[src/rtl/osc_pkg.sv]
// Package for the optical sensor two-wire configuration sequencer.
// Holds beat types, register file type, step codes and result codes; no dependencies.
package osc_pkg;

  localparam int WRITE_BITS = 15;
  localparam int READ_BITS  = 14;
  localparam int VOTE_NEED  = 2;

  localparam logic [2:0] FUNC_CONFIG = 3'd1;
  localparam logic [2:0] FUNC_WATCH  = 3'd2;
  localparam logic [2:0] FUNC_SLEEP  = 3'd3;
  localparam logic [2:0] FUNC_CHECK  = 3'd4;
  localparam logic [2:0] FUNC_LIGHT  = 3'd5;

  localparam logic [2:0] ST_S0    = 3'd0;
  localparam logic [2:0] ST_SLEEP = 3'd1;
  localparam logic [2:0] ST_WATCH = 3'd2;
  localparam logic [2:0] ST_S3    = 3'd3;
  localparam logic [2:0] ST_UNK   = 3'd4;

  localparam logic [2:0] RES_PASS   = 3'd0;
  localparam logic [2:0] RES_BUS    = 3'd1;
  localparam logic [2:0] RES_VERIFY = 3'd2;
  localparam logic [2:0] RES_WATCHF = 3'd3;
  localparam logic [2:0] RES_FALSE  = 3'd4;

  localparam logic [2:0] REG_CONFIG_WORD   = 3'd0;
  localparam logic [2:0] REG_DRIVE_DELAY   = 3'd1;
  localparam logic [2:0] REG_CHECK_DELAY   = 3'd2;
  localparam logic [2:0] REG_RECOVER_DELAY = 3'd3;
  localparam logic [2:0] REG_PULSE_LIMIT   = 3'd4;

  typedef enum logic [5:0] {
    P_IDLE, P_CHK,
    P_CF0, P_CF1, P_CF2, P_CF3, P_CF4, P_CF5, P_CFREL, P_CFS3,
    P_WDLO, P_WELO, P_WBIT, P_WEH, P_WEL, P_WT1, P_WT2, P_WT3, P_WREL,
    P_R0, P_R1, P_R2, P_R3, P_R4, P_R5, P_R6, P_REH, P_REL,
    P_RT1, P_RT2, P_RT3, P_RREL, P_CMP,
    P_GW0, P_GW1, P_A1, P_A2, P_A3, P_A4, P_A5, P_A6,
    P_B1, P_B2, P_B3, P_B4, P_B5, P_B6, P_B7, P_GW2,
    P_GS0, P_GS1, P_GS2, P_GS3, P_GS4,
    P_CB1, P_WL1, P_WLHI, P_WLLO
  } step_t;

  typedef struct packed {
    logic [2:0] func;
    logic       e_in;
    logic       d_in;
  } osc_in_t;

  typedef struct packed {
    logic        e_drive;
    logic        e_level;
    logic        d_drive;
    logic        d_level;
    logic        busy_res;
    logic        done_res;
    logic [2:0]  status;
    logic [2:0]  bus_state;
    logic        configured;
    logic [13:0] readback_value;
  } osc_out_t;

  typedef struct packed {
    logic [14:0] config_word;
    logic [7:0]  drive_delay;
    logic [7:0]  check_delay;
    logic [15:0] recovery_delay;
    logic [31:0] pulse_limit;
  } osc_cfg_t;

endpackage

[src/rtl/osc_seq.sv]
// Pin sequencer: one delay count or step per accepted beat; forms the result beat.
// Depends on osc_pkg.
module osc_seq
  import osc_pkg::*;
(
  input  logic     clk,
  input  logic     rst_n,
  input  logic     step_en,
  input  osc_in_t  in_item,
  input  osc_cfg_t cfg,
  output osc_out_t res
);

  step_t       step_r, step_nxt, ret_r, ret_nxt;
  logic [2:0]  cmd_r, cmd_nxt;
  logic [31:0] dcnt_r, dcnt_nxt;
  logic [3:0]  bitc_r, bitc_nxt;
  logic [15:0] shw_r, shw_nxt;
  logic [13:0] rdw_r, rdw_nxt;
  logic [1:0]  votes_r [4];
  logic [1:0]  votes_nxt [4];
  logic [1:0]  sidx_r, sidx_nxt;
  logic        cfgd_r, cfgd_nxt;
  logic [2:0]  last_r, last_nxt;
  logic [3:0]  pins_r, pins_nxt;
  logic [2:0]  rslt_r, rslt_nxt;
  logic        done;
  logic        wl;
  logic [1:0]  vidx;
  logic [31:0] drv_dly, chk_dly, rec_dly;

  assign drv_dly = {24'd0, (cfg.drive_delay == 8'd0) ? 8'd1 : cfg.drive_delay};
  assign chk_dly = {24'd0, (cfg.check_delay == 8'd0) ? 8'd1 : cfg.check_delay};
  assign rec_dly = {16'd0, (cfg.recovery_delay == 16'd0) ? 16'd1 : cfg.recovery_delay};
  assign wl      = (step_r == P_WLHI) || (step_r == P_WLLO);
  assign vidx    = {in_item.e_in, in_item.d_in};

  always_comb begin
    step_nxt = step_r;
    ret_nxt  = ret_r;
    cmd_nxt  = cmd_r;
    dcnt_nxt = dcnt_r;
    bitc_nxt = bitc_r;
    shw_nxt  = shw_r;
    rdw_nxt  = rdw_r;
    votes_nxt = votes_r;
    sidx_nxt = sidx_r;
    cfgd_nxt = cfgd_r;
    last_nxt = last_r;
    pins_nxt = pins_r;
    rslt_nxt = rslt_r;
    done     = 1'b0;
    if (step_r == P_IDLE) begin
      if (in_item.func >= FUNC_CONFIG && in_item.func <= FUNC_LIGHT) begin
        cmd_nxt  = in_item.func;
        dcnt_nxt = '0;
        case (in_item.func)
          FUNC_CONFIG: begin cfgd_nxt = 1'b0; step_nxt = P_CF0; end
          FUNC_WATCH:  step_nxt = P_GW0;
          FUNC_SLEEP:  step_nxt = P_GS0;
          FUNC_CHECK:  begin step_nxt = P_CHK; ret_nxt = P_CB1; end
          default:     begin step_nxt = P_CHK; ret_nxt = P_WL1; end
        endcase
      end
    end else if (!wl && dcnt_r > 32'd1) begin
      dcnt_nxt = dcnt_r - 32'd1;
    end else begin
      if (!wl) dcnt_nxt = '0;
      unique case (step_r)
        P_CHK: begin
          votes_nxt[vidx] = votes_r[vidx] + 2'd1;
          sidx_nxt = sidx_r + 2'd1;
          dcnt_nxt = chk_dly;
          if (sidx_nxt >= 2'd3) begin
            if (votes_nxt[1] >= 2'(VOTE_NEED))      last_nxt = ST_SLEEP;
            else if (votes_nxt[2] >= 2'(VOTE_NEED)) last_nxt = ST_WATCH;
            else if (votes_nxt[3] >= 2'(VOTE_NEED)) last_nxt = ST_S3;
            else if (votes_nxt[0] >= 2'(VOTE_NEED)) last_nxt = ST_S0;
            else                                    last_nxt = ST_UNK;
            for (int i = 0; i < 4; i++) votes_nxt[i] = '0;
            sidx_nxt = '0;
            step_nxt = ret_r;
          end
        end
        P_CF0: begin pins_nxt = 4'b1000; dcnt_nxt = drv_dly; step_nxt = P_CF1; end
        P_CF1: begin pins_nxt[3:2] = 2'b11; dcnt_nxt = drv_dly; step_nxt = P_CF2; end
        P_CF2: begin pins_nxt[3:2] = 2'b10; dcnt_nxt = drv_dly; step_nxt = P_CF3; end
        P_CF3: begin pins_nxt[3:2] = 2'b11; dcnt_nxt = drv_dly; step_nxt = P_CF4; end
        P_CF4: begin pins_nxt[1:0] = 2'b10; dcnt_nxt = drv_dly; step_nxt = P_CF5; end
        P_CF5: begin pins_nxt[1:0] = 2'b11; dcnt_nxt = drv_dly; step_nxt = P_CFREL; end
        P_CFREL: begin
          pins_nxt = pins_r & 4'b0101; dcnt_nxt = 32'd1;
          step_nxt = P_CHK; ret_nxt = P_CFS3;
        end
        P_CFS3: begin
          if (last_r != ST_S3) begin
            rslt_nxt = RES_BUS; done = 1'b1;
          end else begin
            shw_nxt = 16'({1'b0, cfg.config_word} << (16 - WRITE_BITS));
            pins_nxt = 4'b1111; dcnt_nxt = drv_dly; step_nxt = P_WDLO;
          end
        end
        P_WDLO: begin pins_nxt[1:0] = 2'b10; dcnt_nxt = drv_dly; step_nxt = P_WELO; end
        P_WELO: begin
          pins_nxt[3:2] = 2'b10; bitc_nxt = '0; dcnt_nxt = drv_dly; step_nxt = P_WBIT;
        end
        P_WBIT: begin
          pins_nxt[1:0] = {1'b1, shw_r[15]};
          shw_nxt = {shw_r[14:0], 1'b0};
          dcnt_nxt = drv_dly; step_nxt = P_WEH;
        end
        P_WEH: begin pins_nxt[3:2] = 2'b11; dcnt_nxt = drv_dly; step_nxt = P_WEL; end
        P_WEL: begin
          pins_nxt[3:2] = 2'b10; dcnt_nxt = drv_dly;
          if ({1'b0, bitc_r} + 5'd1 >= 5'(WRITE_BITS)) step_nxt = P_WT1;
          else begin bitc_nxt = bitc_r + 4'd1; step_nxt = P_WBIT; end
        end
        P_WT1: begin pins_nxt[1:0] = 2'b10; dcnt_nxt = drv_dly; step_nxt = P_WT2; end
        P_WT2: begin pins_nxt[3:2] = 2'b11; dcnt_nxt = drv_dly; step_nxt = P_WT3; end
        P_WT3: begin pins_nxt[1:0] = 2'b11; dcnt_nxt = drv_dly; step_nxt = P_WREL; end
        P_WREL: begin pins_nxt = pins_r & 4'b0101; dcnt_nxt = 32'd1; step_nxt = P_R0; end
        P_R0: begin pins_nxt = 4'b1111; rdw_nxt = '0; dcnt_nxt = drv_dly; step_nxt = P_R1; end
        P_R1: begin pins_nxt[1:0] = 2'b10; dcnt_nxt = drv_dly; step_nxt = P_R2; end
        P_R2: begin pins_nxt[3:2] = 2'b10; dcnt_nxt = drv_dly; step_nxt = P_R3; end
        P_R3: begin pins_nxt[1:0] = 2'b11; dcnt_nxt = drv_dly; step_nxt = P_R4; end
        P_R4: begin pins_nxt[3:2] = 2'b11; dcnt_nxt = drv_dly; step_nxt = P_R5; end
        P_R5: begin pins_nxt[1:0] = 2'b01; dcnt_nxt = drv_dly; step_nxt = P_R6; end
        P_R6: begin
          pins_nxt[3:2] = 2'b10; bitc_nxt = '0; dcnt_nxt = drv_dly; step_nxt = P_REH;
        end
        P_REH: begin pins_nxt[3:2] = 2'b11; dcnt_nxt = drv_dly; step_nxt = P_REL; end
        P_REL: begin
          rdw_nxt = {rdw_r[12:0], in_item.d_in};
          pins_nxt[3:2] = 2'b10; dcnt_nxt = drv_dly;
          if ({1'b0, bitc_r} + 5'd1 >= 5'(READ_BITS)) step_nxt = P_RT1;
          else begin bitc_nxt = bitc_r + 4'd1; step_nxt = P_REH; end
        end
        P_RT1: begin pins_nxt[1:0] = 2'b10; dcnt_nxt = drv_dly; step_nxt = P_RT2; end
        P_RT2: begin pins_nxt[3:2] = 2'b11; dcnt_nxt = drv_dly; step_nxt = P_RT3; end
        P_RT3: begin pins_nxt[1:0] = 2'b11; dcnt_nxt = drv_dly; step_nxt = P_RREL; end
        P_RREL: begin pins_nxt = pins_r & 4'b0101; dcnt_nxt = 32'd1; step_nxt = P_CMP; end
        P_CMP: begin
          if ({1'b0, rdw_r} != cfg.config_word) begin
            rslt_nxt = RES_VERIFY; done = 1'b1;
          end else begin
            cfgd_nxt = 1'b1; step_nxt = P_GW0;
          end
        end
        P_GW0: begin
          if (!cfgd_r) begin
            rslt_nxt = (cmd_r == FUNC_CONFIG) ? RES_WATCHF : RES_FALSE; done = 1'b1;
          end else begin
            step_nxt = P_CHK; ret_nxt = P_GW1;
          end
        end
        P_GW1: begin
          if (last_r == ST_SLEEP) step_nxt = P_A1;
          else if (last_r == ST_WATCH) begin rslt_nxt = RES_PASS; done = 1'b1; end
          else if (last_r == ST_S3) step_nxt = P_B1;
          else begin
            rslt_nxt = (cmd_r == FUNC_CONFIG) ? RES_WATCHF : RES_FALSE; done = 1'b1;
          end
        end
        P_A1: begin pins_nxt[1:0] = 2'b11; dcnt_nxt = 32'd1; step_nxt = P_A2; end
        P_A2: begin pins_nxt[3:2] = 2'b10; dcnt_nxt = 32'd1; step_nxt = P_A3; end
        P_A3: begin pins_nxt[1:0] = 2'b10; dcnt_nxt = 32'd1; step_nxt = P_A4; end
        P_A4: begin pins_nxt[1:0] = 2'b00; dcnt_nxt = 32'd1; step_nxt = P_A5; end
        P_A5: begin pins_nxt[3:2] = 2'b11; dcnt_nxt = 32'd1; step_nxt = P_A6; end
        P_A6: begin
          pins_nxt[3:2] = 2'b01; dcnt_nxt = rec_dly; step_nxt = P_CHK; ret_nxt = P_GW2;
        end
        P_B1: begin pins_nxt[3:2] = 2'b11; dcnt_nxt = 32'd1; step_nxt = P_B2; end
        P_B2: begin pins_nxt[1:0] = 2'b11; dcnt_nxt = 32'd1; step_nxt = P_B3; end
        P_B3: begin pins_nxt[3:2] = 2'b10; dcnt_nxt = 32'd1; step_nxt = P_B4; end
        P_B4: begin pins_nxt[1:0] = 2'b10; dcnt_nxt = 32'd1; step_nxt = P_B5; end
        P_B5: begin pins_nxt[1:0] = 2'b00; dcnt_nxt = 32'd1; step_nxt = P_B6; end
        P_B6: begin pins_nxt[3:2] = 2'b11; dcnt_nxt = 32'd1; step_nxt = P_B7; end
        P_B7: begin
          pins_nxt[3:2] = 2'b01; dcnt_nxt = rec_dly; step_nxt = P_CHK; ret_nxt = P_GW2;
        end
        P_GW2: begin
          done = 1'b1;
          if (last_r == ST_WATCH) rslt_nxt = RES_PASS;
          else rslt_nxt = (cmd_r == FUNC_CONFIG) ? RES_WATCHF : RES_FALSE;
        end
        P_GS0: begin
          if (!cfgd_r) begin rslt_nxt = RES_FALSE; done = 1'b1; end
          else begin step_nxt = P_CHK; ret_nxt = P_GS1; end
        end
        P_GS1: begin
          if (last_r == ST_SLEEP) begin rslt_nxt = RES_PASS; done = 1'b1; end
          else if (last_r == ST_WATCH) step_nxt = P_GS2;
          else begin rslt_nxt = RES_FALSE; done = 1'b1; end
        end
        P_GS2: begin pins_nxt[3:2] = 2'b10; dcnt_nxt = drv_dly; step_nxt = P_GS3; end
        P_GS3: begin
          pins_nxt[3:2] = 2'b00; dcnt_nxt = drv_dly; step_nxt = P_CHK; ret_nxt = P_GS4;
        end
        P_GS4: begin
          rslt_nxt = (last_r == ST_SLEEP) ? RES_PASS : RES_FALSE; done = 1'b1;
        end
        P_CB1: begin rslt_nxt = RES_PASS; done = 1'b1; end
        P_WL1: begin
          if (last_r != ST_S0) begin rslt_nxt = RES_PASS; done = 1'b1; end
          else begin dcnt_nxt = cfg.pulse_limit; step_nxt = P_WLHI; end
        end
        P_WLHI, P_WLLO: begin
          if (step_r == P_WLHI && in_item.d_in) begin
            step_nxt = P_WLLO;
            if (dcnt_r != 32'd0) dcnt_nxt = dcnt_r - 32'd1;
          end else if (step_r == P_WLLO && !in_item.d_in) begin
            rslt_nxt = RES_PASS; done = 1'b1;
          end else if (dcnt_r == 32'd0) begin
            rslt_nxt = RES_FALSE; done = 1'b1;
          end else begin
            dcnt_nxt = dcnt_r - 32'd1;
          end
        end
        default: begin step_nxt = P_IDLE; cmd_nxt = '0; end
      endcase
      // completion: drop back to idle
      if (done) begin
        step_nxt = P_IDLE; cmd_nxt = '0; dcnt_nxt = '0;
      end
    end
  end

  always_ff @(posedge clk) begin
    if (!rst_n) begin
      step_r <= P_IDLE;
      ret_r  <= P_IDLE;
      cmd_r  <= '0;
      dcnt_r <= '0;
      bitc_r <= '0;
      shw_r  <= '0;
      rdw_r  <= '0;
      for (int i = 0; i < 4; i++) votes_r[i] <= '0;
      sidx_r <= '0;
      cfgd_r <= 1'b0;
      last_r <= ST_UNK;
      pins_r <= '0;
      rslt_r <= RES_PASS;
    end else if (step_en) begin
      step_r <= step_nxt;
      ret_r  <= ret_nxt;
      cmd_r  <= cmd_nxt;
      dcnt_r <= dcnt_nxt;
      bitc_r <= bitc_nxt;
      shw_r  <= shw_nxt;
      rdw_r  <= rdw_nxt;
      votes_r <= votes_nxt;
      sidx_r <= sidx_nxt;
      cfgd_r <= cfgd_nxt;
      last_r <= last_nxt;
      pins_r <= pins_nxt;
      rslt_r <= rslt_nxt;
    end
  end

  always_comb begin
    res.e_drive        = pins_nxt[3];
    res.e_level        = pins_nxt[2];
    res.d_drive        = pins_nxt[1];
    res.d_level        = pins_nxt[0];
    res.busy_res       = (step_nxt != P_IDLE);
    res.done_res       = done;
    res.status         = rslt_nxt;
    res.bus_state      = last_nxt;
    res.configured     = cfgd_nxt;
    res.readback_value = rdw_nxt;
  end

`ifndef SYNTHESIS
  a_done_idle: assert property (@(posedge clk) disable iff (!rst_n)
    done |-> step_nxt == P_IDLE) else $error("done without return to idle");
  a_sidx_range: assert property (@(posedge clk) disable iff (!rst_n)
    sidx_r != 2'd3) else $error("sample index out of range");
  a_idle_cmd: assert property (@(posedge clk) disable iff (!rst_n)
    step_r == P_IDLE |-> cmd_r == 3'd0) else $error("command held while idle");
`endif

endmodule

[src/rtl/optical_sensor_config_bus_controller_top.sv]
// Top level of the optical sensor two-wire configuration controller.
// Depends on osc_pkg and osc_seq.
//
//  channel | ports                        | beat
//  --------+------------------------------+-----------------------------------
//  in      | in_valid/in_ready/in_data    | one tick: func, e_in, d_in
//  out     | out_valid/out_ready/out_data | pin latch, busy, done, status, ...
//  cfg     | cfg_psel..cfg_prdata (APB)   | 32-bit register write/read
//
// One beat enters per cycle while out is not stalled; each beat moves the sequencer
// on by one delay count or step; its result is held in the output register.
// The output register decouples the sides: a new beat is taken while the
// previous result is taken in the same cycle. Stalls on out hold in_ready low.
// Reset (rst_n, synchronous) returns to idle, pins released, bus state unknown.
module optical_sensor_config_bus_controller_top
  import osc_pkg::*;
(
  input  logic        clk,
  input  logic        rst_n,
  input  logic        in_valid,
  output logic        in_ready,
  input  osc_in_t     in_data,
  output logic        out_valid,
  input  logic        out_ready,
  output osc_out_t    out_data,
  input  logic        cfg_psel,
  input  logic        cfg_penable,
  input  logic        cfg_pwrite,
  input  logic [4:0]  cfg_paddr,
  input  logic [31:0] cfg_pwdata,
  output logic [31:0] cfg_prdata,
  output logic        cfg_pready
);

  osc_cfg_t   cfg_r;
  osc_out_t   res;
  osc_out_t   out_data_r;
  logic       out_valid_r;
  logic       accept;
  logic       wr_en;
  logic [2:0] reg_idx;

  assign cfg_pready = 1'b1;
  assign reg_idx    = cfg_paddr[4:2];
  assign wr_en      = cfg_psel && cfg_penable && cfg_pwrite;

  // register file: write on the access phase
  always_ff @(posedge clk) begin
    if (!rst_n) begin
      cfg_r.config_word    <= '0;
      cfg_r.drive_delay    <= 8'd1;
      cfg_r.check_delay    <= 8'd1;
      cfg_r.recovery_delay <= 16'd100;
      cfg_r.pulse_limit    <= 32'd500000;
    end else if (wr_en) begin
      unique case (reg_idx)
        REG_CONFIG_WORD:   cfg_r.config_word    <= cfg_pwdata[14:0];
        REG_DRIVE_DELAY:   cfg_r.drive_delay    <= cfg_pwdata[7:0];
        REG_CHECK_DELAY:   cfg_r.check_delay    <= cfg_pwdata[7:0];
        REG_RECOVER_DELAY: cfg_r.recovery_delay <= cfg_pwdata[15:0];
        REG_PULSE_LIMIT:   cfg_r.pulse_limit    <= cfg_pwdata;
        default: ;
      endcase
    end
  end

  always_comb begin
    unique case (reg_idx)
      REG_CONFIG_WORD:   cfg_prdata = {17'd0, cfg_r.config_word};
      REG_DRIVE_DELAY:   cfg_prdata = {24'd0, cfg_r.drive_delay};
      REG_CHECK_DELAY:   cfg_prdata = {24'd0, cfg_r.check_delay};
      REG_RECOVER_DELAY: cfg_prdata = {16'd0, cfg_r.recovery_delay};
      REG_PULSE_LIMIT:   cfg_prdata = cfg_r.pulse_limit;
      default:           cfg_prdata = '0;
    endcase
  end

  // take a beat whenever the result slot is empty or draining
  assign in_ready = !out_valid_r || out_ready;
  assign accept   = in_valid && in_ready;

  osc_seq u_seq (
    .clk     (clk),
    .rst_n   (rst_n),
    .step_en (accept),
    .in_item (in_data),
    .cfg     (cfg_r),
    .res     (res)
  );

  always_ff @(posedge clk) begin
    if (!rst_n) begin
      out_valid_r <= 1'b0;
    end else begin
      out_valid_r <= accept || (out_valid_r && !out_ready);
    end
  end

  always_ff @(posedge clk) begin
    if (accept) out_data_r <= res;
  end

  assign out_valid = out_valid_r;
  assign out_data  = out_data_r;

`ifndef SYNTHESIS
  a_ready_empty: assert property (@(posedge clk) disable iff (!rst_n)
    !out_valid_r |-> in_ready) else $error("input stalled with empty result slot");
  a_done_not_busy: assert property (@(posedge clk) disable iff (!rst_n)
    out_valid_r && out_data_r.done_res |-> !out_data_r.busy_res)
    else $error("done beat still busy");
  a_load: assert property (@(posedge clk) disable iff (!rst_n)
    accept |=> out_valid_r) else $error("accepted beat lost");
`endif

endmodule

[config.mk]
export PLATFORM = sky130hd
export DESIGN_NAME = optical_sensor_config_bus_controller_top
export DESIGN_NICKNAME = d
export VERILOG_FILES = /design/src/rtl/osc_pkg.sv /design/src/rtl/osc_seq.sv /design/src/rtl/optical_sensor_config_bus_controller_top.sv
export SDC_FILE = /design/constraint.sdc
export NUM_CORES = 1
export LEC_CHECK = 0
export BUFFER_PORTS_ARGS = -buffer_cell sky130_fd_sc_hd__buf_4
export CAP_MARGIN = 20
export CORE_MARGIN = 1
export CORE_UTILIZATION = 47
export DETAILED_ROUTE_END_ITERATION = 10
export PLACE_DENSITY_LB_ADDON = 0.25
export SYNTH_ARGS = -nofsm -noshare
export SYNTH_HDL_FRONTEND = slang
export SYNTH_SLANG_ARGS = --single-unit
[constraint.sdc]
create_clock -name clk -period 2.55 [get_ports clk]
set_input_delay 0 -clock clk [delete_from_list [all_inputs] [get_ports clk]]
set_output_delay 0 -clock clk [all_outputs]
set_load 0.1 [all_outputs]
==> metrics.cfg <==
[run_status]
status = finished, violations left
violations = negative setup slack

[drt]
wl_met1_um = 24600
viasPerCell = 6.36
wl_per_cell_um = 23.7
ant_nets = 0
topRoutingLayerUsed = met4
drt-pass1-iter-count = 6
drtIter0Drc = 1745
route.met2.wl_um = 25500
drc = 0
dr_total_vias = 16100
wl_met3_um = 7840
routed_wl_um = 60000

[sta]
rsz0062_at_grt = true
setup_tns_ns = -0.120
fin_crit_sh_pct = 103
fin_crit_ns = 2.62
setup_ws_ns = -0.0687
skew_ns = 0.0288
worst_pin_slew_ns = 1.06
max_freq_ghz = 0.382
final_max_slew_viol_count = 0
hold_violations = 0
slew-limit-headroom_pct = 28.6
setup_viol = 4

[synth]
postSynthAreaPerCell_um2 = 7.62
ys_types = 86
synth.most_common_cell = nand2_1
ys_seq_area_share_pct = 33.5
yosysTopAreaCellShare_pct = 27.4
synth-edff-count = 27
synth_warnings = 0
async_flop_share_pct = 0
synth.area.top_cells = dfxtp_1, nand2_1, edfxtp_1, a21oi_1, o21ai_0
synth_seq_cells = 208
synth_top_cell_by_area = dfxtp_1
synthTopCellsByCount = nand2_1, dfxtp_1, a21oi_1, nor2_1, o21ai_0
netlist_instances = 1737
synth_ff_type = dfxtp_1
synth_area_um2 = 13200
syn_nets = 1791

[placement]
dp_hpwl_um = 43800
place_congestion = 1.01
dpl_cell_area_um2 = 16700
numPortBuffers = 107

[power_and_ir_drop]
vdd_ir_drop_max_uv = 746
p_comb_share_pct = 46.6
clockPowerShare_pct = 27.3
seq_power_share_pct = 26.1
switching_power_uw = 5630
switching_share_pct = 39.5
p_leak_uw = 0.00764
p_total_uw = 14200
p_int_uw = 8620
power_density_nw_per_um2 = 749

[grt]
grt-ovfl-total = 0
groute.usage.overall_pct = 40.5
grt_max_degree = 109
antenna_found_initial = 1
grt_pass1_vias = 14900
grt_pass1_wl_um = 88600

[setup_path]
crit_chain = or4_4 > nor3_4 > buf_12 > nand4_4 > a21oi_4 > buf_12 > nor2_4 > or4_4 > and3_4
max_stage_delay_ns = 0.57
cp_top_family = simple AND/OR/NAND/NOR gates
critPathLaunchType = flop
critPathKind = reg2reg
arrival_ns = 3.06
path_buf_inv = 2
critPathSlowestCell = or4_4
worstPathMaxFanout = 6
endpoint_kind = flop
cp.required_ns = 2.99

[final_layout]
stdcell_area_um2 = 19000
fin_util_pct = 68.4
synthToLayoutAreaGrowth_pct = 43.6
drive_above_1_share_pct = 32.1
fin_nets = 2188

[flow_run]
max_cap_violations = 0

[die]
die_w_um = 170
coreArea_um2 = 27800
dieArea_um2 = 28800
ios = 111
die_y_um = 170
rows = 61
initial_core_util_pct = 47.7

[clock_tree]
clock-sinks = 208
cts_tree = done
clock_path_buffers = 3
clockRootBuffer = clkbuf_16
insertion_delay_ns = 0.56
cts_buffers = 25
clk_pin_slew_ns = 0.07
h-tree-depth = 1

[hold_path]
hp-class = in2reg

[power groups by stage]
stage          Combinational, uW  Clock (uW)  Sequential [uW]
3_5_place_dp                5700           0             3770
5_1_grt                     6990        4010             3740
4_1_cts                     5980        3890             3710
6_report                    6630        3890             3730
3_3_place_gp                5690           0             3770
2_1_floorplan               3110           0             3940
[worst register-to-register path, stage by stage (launching register included)]
cell and delay (ns):
dfxtp_2 0.32, or4_4 0.57, nor3_4 0.18, buf_12 0.15
nand4_4 0.13, a21oi_4 0.25, buf_12 0.16, nor2_4 0.03
or4_4 0.52, and3_4 0.19
[flip-flops by register name, indices dropped and copies added (netlist names)]
register / count
cfg_r: 79
u_seq.pins_r: 4
out_valid: 1
u_seq.votes_r: 8
u_seq.step_r: 6
u_seq.dcnt_r: 32
u_seq.rslt_r: 3
u_seq.rdw_r: 14
u_seq.last_r: 3
out_data: 27
u_seq.cmd_r: 3
u_seq.ret_r: 6
u_seq.bitc_r: 4
u_seq.shw_r: 15
u_seq.cfgd_r: 1
u_seq.sidx_r: 2
[layout by cell type, fill, tap and decap left out, drive strengths merged, types with 10 or more instances in the layout]
master	instances
inv	24
nor4	27
o31ai	20
or4	12
o22ai	19
nand2	241
a211oi	27
o21ai	117
buf	477
nor2	121
nor3b	14
a21oi	149
nor2b	21
xnor2	14
o211ai	15
nand2b	23
or3	13
clkbuf	33
a22o	18
xor2	22
a22oi	27
dfxtp	181
a221oi	12
edfxtp	27
nor3	56
and2	14
dlygate4sd3	40
a31oi	22
mux2i	48
and3	33
nand3	82
o21ba	15
nand4	27
nand3b	10
[layer usage]
metal,vias up,GRT usage (%)
li1,7261,-
met1,7664,55.4
met2,1020,60.4
met3,146,12.4
met4,0,12.8
met5,-,0
[cells by family after synthesis]
| logic type | synth area share [%] |
|---|---|
| adder cells (fa/ha/maj) | 0.473 |
| other | 0.0283 |
| AND/OR/NAND/NOR | 26.7 |
| flip-flops | 33.5 |
| XOR/XNOR | 2.38 |
| AO/OA/AOI/OAI | 27.6 |
| buffers and inverters | 5.20 |
| multiplexers | 4.14 |
[final timing paths]
path	start	endpoint	slack, ns	cells after the start
setup reg to reg	u_seq.dcnt_r[18]	u_seq.ret_r[3]	-0.07	9
hold / removal	cfg_penable	cfg_r[0]	0.07	6
hold reg to reg	u_seq.pins_r[1]	u_seq.pins_r[1]	0.47	1
setup / recovery	u_seq.dcnt_r[18]	u_seq.ret_r[3]	-0.07	9
[metrics by stage]
stage	cells	hold slack, ns	setup slack, ns
final	2532	0.0740	-0.0687
after global routing	2531	0.0995	-0.123
after CTS	2513	0.0452	-0.00725
after detailed placement	2414	0.217	-0.393
after global placement	2414	0.212	-0.364
after floorplan	1737	0.122	0.00431
[area by class of cell]
type,instances,area [um^2]
multi-input cells,1358,8800
fillers,2318,8770
flip-flops and latches,208,4460
repair buffers,518,4300
clock buffers,32,682
well taps,378,473
clock inverters,14,200
inverters,23,91.3
diodes,1,2.50
[repair_timing]
item,CTS,global route
endpoints found under the setup margin,118,106
pin swaps,17,30
gates cloned,1,1
resized for setup,65,114
hold buffers,40,0
setup buffers,12,17
hold endpoints to repair,104,0
Note: power is estimated with default switching activity, not from simulation.
